--- src/hdl/mbe_pkg.sv ---
`timescale 1ns / 1ps

package mbe_pkg;

    localparam int FRAC_BITS_DEFAULT = 24;
    localparam int COORD_W = 32;
    localparam int Z_W = COORD_W + 1;
    localparam int CNT_W = 10;
    localparam logic [CNT_W-1:0] MAX_ITER_RESET = CNT_W'(80);

    typedef enum logic [1:0] {
        ST_IDLE,
        ST_UPDATE,
        ST_SQUARE,
        ST_DONE
    } mbe_state_t;

    typedef struct packed {
        logic load;
        logic update;
        logic square;
    } mbe_cmd_t;

    typedef struct packed {
        logic cont;
    } mbe_status_t;

endpackage

--- src/hdl/mbe_ctrl.sv ---
`timescale 1ns / 1ps

module mbe_ctrl
    import mbe_pkg::*;
(
    input  logic        clk,
    input  logic        rst_n,
    input  logic        start,
    input  mbe_status_t status,
    output mbe_cmd_t    cmd,
    output logic        busy,
    output logic        done
);

    mbe_state_t state_reg;
    mbe_state_t state_next;
    logic       accept;

    always_ff @(posedge clk or negedge rst_n)
    begin
        if (!rst_n)
        begin
            state_reg <= ST_IDLE;
        end
        else
        begin
            state_reg <= state_next;
        end
    end

    always_comb
    begin
        state_next = state_reg;
        unique case (state_reg)
            ST_IDLE:
            begin
                if (start)
                begin
                    state_next = ST_UPDATE;
                end
            end
            ST_UPDATE:
            begin
                state_next = status.cont ? ST_SQUARE : ST_DONE;
            end
            ST_SQUARE:
            begin
                state_next = ST_UPDATE;
            end
            ST_DONE:
            begin
                state_next = start ? ST_UPDATE : ST_IDLE;
            end
            default:
            begin
                state_next = ST_IDLE;
            end
        endcase
    end

    // result cycle also takes the next point
    always_comb
    begin
        busy       = 1'b0;
        done       = 1'b0;
        cmd.update = 1'b0;
        cmd.square = 1'b0;
        unique case (state_reg)
            ST_IDLE:
            begin
                busy = 1'b0;
            end
            ST_UPDATE:
            begin
                busy       = 1'b1;
                cmd.update = status.cont;
            end
            ST_SQUARE:
            begin
                busy       = 1'b1;
                cmd.square = 1'b1;
            end
            ST_DONE:
            begin
                done = 1'b1;
            end
            default:
            begin
                busy = 1'b0;
            end
        endcase
        accept   = start && !busy;
        cmd.load = accept;
    end

    a_done_single: assert property (@(posedge clk) disable iff (!rst_n)
        done |=> !done)
        else $error("result strobe held for more than one cycle");

    a_accept_busy: assert property (@(posedge clk) disable iff (!rst_n)
        accept |=> busy)
        else $error("accepted point did not start iterating");

    a_square_after_update: assert property (@(posedge clk) disable iff (!rst_n)
        cmd.update |=> cmd.square)
        else $error("z update not followed by squaring");

endmodule

--- src/hdl/mbe_datapath.sv ---
`timescale 1ns / 1ps

module mbe_datapath
    import mbe_pkg::*;
#(
    parameter int FRAC_BITS = FRAC_BITS_DEFAULT
)
(
    input  logic                      clk,
    input  logic                      rst_n,
    input  mbe_cmd_t                  cmd,
    input  logic signed [COORD_W-1:0] c_real,
    input  logic signed [COORD_W-1:0] c_imag,
    input  logic                      cfg_we,
    input  logic [CNT_W-1:0]          cfg_data,
    output mbe_status_t               status,
    output logic [CNT_W-1:0]          count
);

    // z stays below 2 in magnitude while iterating, so the multiplier operands are narrow
    localparam int MW = FRAC_BITS + 2;
    localparam int SQ_W = FRAC_BITS + 3;
    localparam logic [Z_W-1:0] MagLimit = Z_W'(2) << FRAC_BITS;
    localparam logic [SQ_W-1:0] EscLevel = SQ_W'(1) << (FRAC_BITS + 2);

    logic [CNT_W-1:0]          max_reg;
    logic [CNT_W-1:0]          n_reg;
    logic signed [COORD_W-1:0] cr_reg;
    logic signed [COORD_W-1:0] ci_reg;
    logic signed [Z_W-1:0]     x_reg;
    logic signed [Z_W-1:0]     y_reg;
    logic [SQ_W-1:0]           x2_reg;
    logic [SQ_W-1:0]           y2_reg;
    logic signed [2*MW-1:0]    prod_reg;

    logic signed [Z_W-1:0]     x_next;
    logic signed [Z_W-1:0]     y_next;
    logic [SQ_W-1:0]           x2_next;
    logic [SQ_W-1:0]           y2_next;
    logic signed [2*MW-1:0]    prod_next;

    logic signed [2*MW:0]      prod2;
    logic signed [2*MW:0]      prod_sh;
    logic signed [Z_W-1:0]     x2_ext;
    logic signed [Z_W-1:0]     y2_ext;
    logic signed [Z_W-1:0]     cr_ext;
    logic signed [Z_W-1:0]     ci_ext;
    logic [Z_W-1:0]            xu;
    logic [Z_W-1:0]            yu;
    logic [Z_W-1:0]            xm;
    logic [Z_W-1:0]            ym;
    logic                      x_big;
    logic                      y_big;
    logic [MW-2:0]             xl;
    logic [MW-2:0]             yl;
    logic [2*MW-3:0]           xsq;
    logic [2*MW-3:0]           ysq;
    logic signed [MW-1:0]      xo;
    logic signed [MW-1:0]      yo;
    logic [SQ_W:0]             mag_sum;

    // z update from the registered squares and cross product
    always_comb
    begin
        prod2   = $signed({prod_reg, 1'b0});
        prod_sh = prod2 >>> FRAC_BITS;
        x2_ext  = $signed({{(Z_W-SQ_W){1'b0}}, x2_reg});
        y2_ext  = $signed({{(Z_W-SQ_W){1'b0}}, y2_reg});
        cr_ext  = $signed({cr_reg[COORD_W-1], cr_reg});
        ci_ext  = $signed({ci_reg[COORD_W-1], ci_reg});
        y_next  = Z_W'(prod_sh) + ci_ext;
        x_next  = x2_ext - y2_ext + cr_ext;
    end

    // squares saturate once |z| component reaches 2, which forces escape
    always_comb
    begin
        xu      = x_reg;
        yu      = y_reg;
        xm      = x_reg[Z_W-1] ? (Z_W'(0) - xu) : xu;
        ym      = y_reg[Z_W-1] ? (Z_W'(0) - yu) : yu;
        x_big   = xm >= MagLimit;
        y_big   = ym >= MagLimit;
        xl      = xm[MW-2:0];
        yl      = ym[MW-2:0];
        xsq     = xl * xl;
        ysq     = yl * yl;
        x2_next = x_big ? EscLevel : SQ_W'(xsq >> FRAC_BITS);
        y2_next = y_big ? EscLevel : SQ_W'(ysq >> FRAC_BITS);
        // cross product only matters when neither square saturated
        xo        = x_reg[MW-1:0];
        yo        = y_reg[MW-1:0];
        prod_next = xo * yo;
    end

    always_comb
    begin
        mag_sum     = {1'b0, x2_reg} + {1'b0, y2_reg};
        status.cont = (mag_sum < {1'b0, EscLevel}) && (n_reg < max_reg);
    end

    assign count = n_reg;

    always_ff @(posedge clk or negedge rst_n)
    begin
        if (!rst_n)
        begin
            max_reg  <= MAX_ITER_RESET;
            n_reg    <= '0;
            x2_reg   <= '0;
            y2_reg   <= '0;
            prod_reg <= '0;
        end
        else
        begin
            if (cfg_we)
            begin
                max_reg <= cfg_data;
            end
            if (cmd.load)
            begin
                n_reg    <= '0;
                x2_reg   <= '0;
                y2_reg   <= '0;
                prod_reg <= '0;
            end
            else if (cmd.square)
            begin
                n_reg    <= n_reg + CNT_W'(1);
                x2_reg   <= x2_next;
                y2_reg   <= y2_next;
                prod_reg <= prod_next;
            end
        end
    end

    always_ff @(posedge clk)
    begin
        if (cmd.load)
        begin
            cr_reg <= c_real;
            ci_reg <= c_imag;
        end
        if (cmd.update)
        begin
            x_reg <= x_next;
            y_reg <= y_next;
        end
    end

    a_square_bound: assert property (@(posedge clk) disable iff (!rst_n)
        (x2_reg <= EscLevel) && (y2_reg <= EscLevel))
        else $error("scaled square above escape level");

    a_count_step: assert property (@(posedge clk) disable iff (!rst_n)
        (cmd.square && !cmd.load) |=> (n_reg == $past(n_reg) + CNT_W'(1)))
        else $error("iteration count did not advance by one");

    a_count_limit: assert property (@(posedge clk) disable iff (!rst_n)
        cmd.update |-> (n_reg < max_reg))
        else $error("iteration past the limit");

endmodule

--- src/hdl/mandelbrot_escape_time.sv ---
`timescale 1ns / 1ps

// channel   ports                              handshake
// point     c_real, c_imag                     taken when start && !busy
// result    iteration_count                    valid for the one cycle done is high
// config    cfg_data (max_iterations)          written when cfg_valid && cfg_ready
//
// each iteration is a z update state, then a state for the squaring multipliers
// a point with count n alternates update and square n times, then a final update
// moves to done; the done cycle may accept the next point, none while busy
// reset sets max_iterations to 80 and returns the controller to idle
// the receiver cannot stall; cfg_ready is always high

module mandelbrot_escape_time
    import mbe_pkg::*;
#(
    parameter int FRAC_BITS = FRAC_BITS_DEFAULT
)
(
    input  logic                      clk,
    input  logic                      rst_n,
    input  logic                      start,
    output logic                      busy,
    input  logic signed [COORD_W-1:0] c_real,
    input  logic signed [COORD_W-1:0] c_imag,
    output logic                      done,
    output logic [CNT_W-1:0]          iteration_count,
    input  logic                      cfg_valid,
    output logic                      cfg_ready,
    input  logic [CNT_W-1:0]          cfg_data
);

    mbe_cmd_t    cmd;
    mbe_status_t status;

    assign cfg_ready = 1'b1;

    mbe_ctrl u_ctrl (
        .clk    (clk),
        .rst_n  (rst_n),
        .start  (start),
        .status (status),
        .cmd    (cmd),
        .busy   (busy),
        .done   (done)
    );

    mbe_datapath #(
        .FRAC_BITS (FRAC_BITS)
    ) u_datapath (
        .clk      (clk),
        .rst_n    (rst_n),
        .cmd      (cmd),
        .c_real   (c_real),
        .c_imag   (c_imag),
        .cfg_we   (cfg_valid && cfg_ready),
        .cfg_data (cfg_data),
        .status   (status),
        .count    (iteration_count)
    );

endmodule

--- config.mk ---
export PLATFORM = sky130hd
export DESIGN_NAME = mandelbrot_escape_time
export DESIGN_NICKNAME = d
export VERILOG_FILES = /design/src/hdl/mbe_pkg.sv /design/src/hdl/mbe_ctrl.sv /design/src/hdl/mbe_datapath.sv /design/src/hdl/mandelbrot_escape_time.sv
export SDC_FILE = /design/constraint.sdc
export NUM_CORES = 2
export LEC_CHECK = 0
export ABC_AREA = 1
export BUFFER_PORTS_ARGS = -buffer_cell sky130_fd_sc_hd__buf_2
export CORE_UTILIZATION = 50
export DETAILED_ROUTE_END_ITERATION = 10
export GPL_TIMING_DRIVEN = 0
export PLACE_DENSITY_LB_ADDON = 0.05
export SLEW_MARGIN = 20
export SYNTH_ARGS = -nofsm -noshare
export SYNTH_HDL_FRONTEND = slang
export SYNTH_SLANG_ARGS = --single-unit
--- constraint.sdc ---
create_clock -name clk -period 6.81 [get_ports clk]
set_input_delay 0.3405 -clock clk [delete_from_list [all_inputs] [get_ports clk]]
set_output_delay 0.3405 -clock clk [all_outputs]
set_load 0.01 [all_outputs]
==> impl_metrics.ini <==
[run]
cap_violations = 0

[synthesis]
synth_cells = 9753
async_reset_ff_share_pct = 44.68
avgSynthCellArea_um2 = 7.977
synth_area_leader_cell = fa_1
synth_warnings = 0
synth_area_um2 = 77800
yosysUniqueCellTypes = 63
yosysSeqAreaShare_pct = 8.398
synth_top_cell_area_share_pct = 42.30
syn-num-nets = 12110
synthFlopType = edfxtp_1
synth_most_common_cell = inv_1
ys_top_cells_by_area = fa_1 42%, inv_1 13%, ha_1 10%, nand2_1 10%, edfxtp_1 5.0%
synth_edf_count = 130
netlist_top_cells_count = 2713 x inv_1, 2070 x nand2_1, 1644 x fa_1
synth.ff_latch_count = 235

[final_layout]
design_area_um2 = 94260
fin_nets = 12710
nFillCells = 13990
drive_above_1_share_pct = 19.91
area_delta_synth_final_pct = 21.16

[sta]
fin_ws_ns = -0.8200
skew_ns = 0.04996
rsz0062_at_grt = yes
slew_headroom_pct = 23.04
worst_pin_slew_ns = 1.154
drv_slew = 0
fin_tns_setup_ns = -35.29
post-route-period-util_pct = 112.0
finalHoldViolCount = 0
fmax_ghz = 0.1311
setup_viol = 54
period_needed_ns = 7.630

[critical_path]
end_kind = flip-flop
cp.required_ns = 7.36
r2r_start = u_datapath.y_reg[0]
worst-endpoint-arrival_ns = 8.18
worst_setup_path_start_kind = flip-flop
reg2reg_to = u_datapath.y2_reg[18]
cp_max_fo = 7
r2r_slack_ns = -0.82
crit_slowest_cell = fa_1
cp_common_cell = inv_2
reg2reg_depth = 36
critPathMaxStageDelay_ns = 0.54
criticalPathCategory = reg -> reg

[die]
dieWidth_um = 396.5
core_area_um2 = 154200
rows = 144
dieArea_um2 = 157200
io_pins = 91
die_h_um = 396.5
start_util_pct = 50.44

[routing]
drt-initial-drc-count = 5508
firstDrtPassIters = 8
route.detailed.drc = 0
wl_per_cell_um = 23.02
postRouteAntennaNets = 0
vias = 66390
wirelength_um = 286100
drt-vias-per-instance = 5.342

[min_path]
hold_end = u_datapath.ci_reg[1]
hold_start = c_imag[1]
min_path_cells = 1
hp-class = in -> reg

[placement]
place.gp.congestion = 1.006
dp_hpwl_um = 235200
placement.io_buffers = 88
placedInstanceArea_um2 = 81530

[cts]
htree_levels = 1
clock_path_buffers = 3
clkTransAtPathRegs_ns = 0.07
clkLatencyLatePin_ns = 0.62
cts_sinks = 235
cts_buffers = 26
cts_tree = yes
cts_root_buffer = clkbuf_16

[grt]
grt_pass1_wl_um = 426700
grt-ovfl-total = 0
grt_pass1_vias = 68590
grt_max_degree = 57
grt_use_total_pct = 36.69
antenna_found_initial = 13

[outcome]
status = finished, violations left
violations = negative setup slack
## cells by family (layout without fill, tap and decap cells)
group	Yosys count	in the layout	synth area share, %
AO/OA/AOI/OAI	764	764	5.528
XOR/XNOR	132	132	1.486
adder cells (fa/ha/maj)	2276	2276	52.47
buffers and inverters	3016	3637	14.83
flip-flops	235	235	8.398
other	1	11	0.004820
AND/OR/NAND/NOR	3329	3329	17.28
## stage by stage
stage	worst slack (ns)	hold WS, ns	utilization (%)	std cells
4_1_cts	-0.6764	0.01330	58.47	12270
3_3_place_gp	-2.690	0.4731	52.75	11890
6_report	-0.8200	0.07029	61.12	12430
3_5_place_dp	-2.552	0.3376	52.86	11890
5_1_grt	-0.9993	0.02346	61.10	12420
2_1_floorplan	-0.03985	0.04491	-	9753
## layout make-up
class	count	area [µm²]	area share (%)
Multi-Input combinational cell	6502	65710	69.71
Inverter	2737	10550	11.20
Buffer	270	2831	3.004
Sequential cell	235	6534	6.932
Antenna cell	10	25.02	0.02655
Timing Repair inverter	1	11.26	0.01195
Timing Repair Buffer	581	5146	5.460
Clock buffer	31	689.4	0.7314
Clock inverter	17	201.4	0.2137
Tap cell	2044	2557	2.713
## layout by cell type (no fill, tap or decap), types with 99 or more instances in the layout
master,count
nor2_1,569
inv_2,173
nor2_2,124
nand2_1,1830
buf_6,101
nand2_4,99
edfxtp_1,130
buf_4,347
nand3_1,152
a21oi_1,209
o21ai_0,128
nor2_4,147
nand2_2,139
fa_1,1560
inv_1,2514
ha_1,549
dfrtp_1,103
buf_2,115
## how the worst max path moves through the flow
stage	start	end	slack (ns)	cells past startpoint
after floorplan	u_datapath.x_reg[0]	u_datapath.x2_reg[5]	-0.04	32
after global placement	u_ctrl.state_reg[0]	u_datapath.prod_reg[51]	-2.69	8
after detailed placement	u_datapath.x_reg[0]	u_datapath.x2_reg[5]	-2.55	33
after CTS	u_datapath.x_reg[0]	u_datapath.x2_reg[5]	-0.68	34
after global routing	u_datapath.y_reg[0]	u_datapath.y2_reg[18]	-1.0	36
final	u_datapath.y_reg[0]	u_datapath.y2_reg[18]	-0.82	36
## metal layers
layer  GRT usage (%)  up-vias  wire length (µm)
met2           56.90     2684            127800
met4           13.49        6             13270
met1           51.29    33450            119700
met3           6.737      512             25240
met5               0        -                43
li1                -    29740                 -
## timing repair
item,in CTS,in global routing
endpoints found under the setup margin,81,80
cloned,0,3
hold buffers,74,0
pin swaps,323,484
gates resized for setup,1392,904
endpoints found under the hold margin,120,0
buffers inserted,259,156
## worst max-delay path, delay by kind of cell (launching register included)
family          cells  cell delay [ns]
xor+xnor            1             0.44
compound gates      4             0.71
flops               1             0.43
simple gates       12             1.13
fa+ha+maj           9             3.99
buf+inv            10             0.83
Power is not shown: default switching activity piles up to over one toggle a cycle in this logic, so the estimate is an artifact.
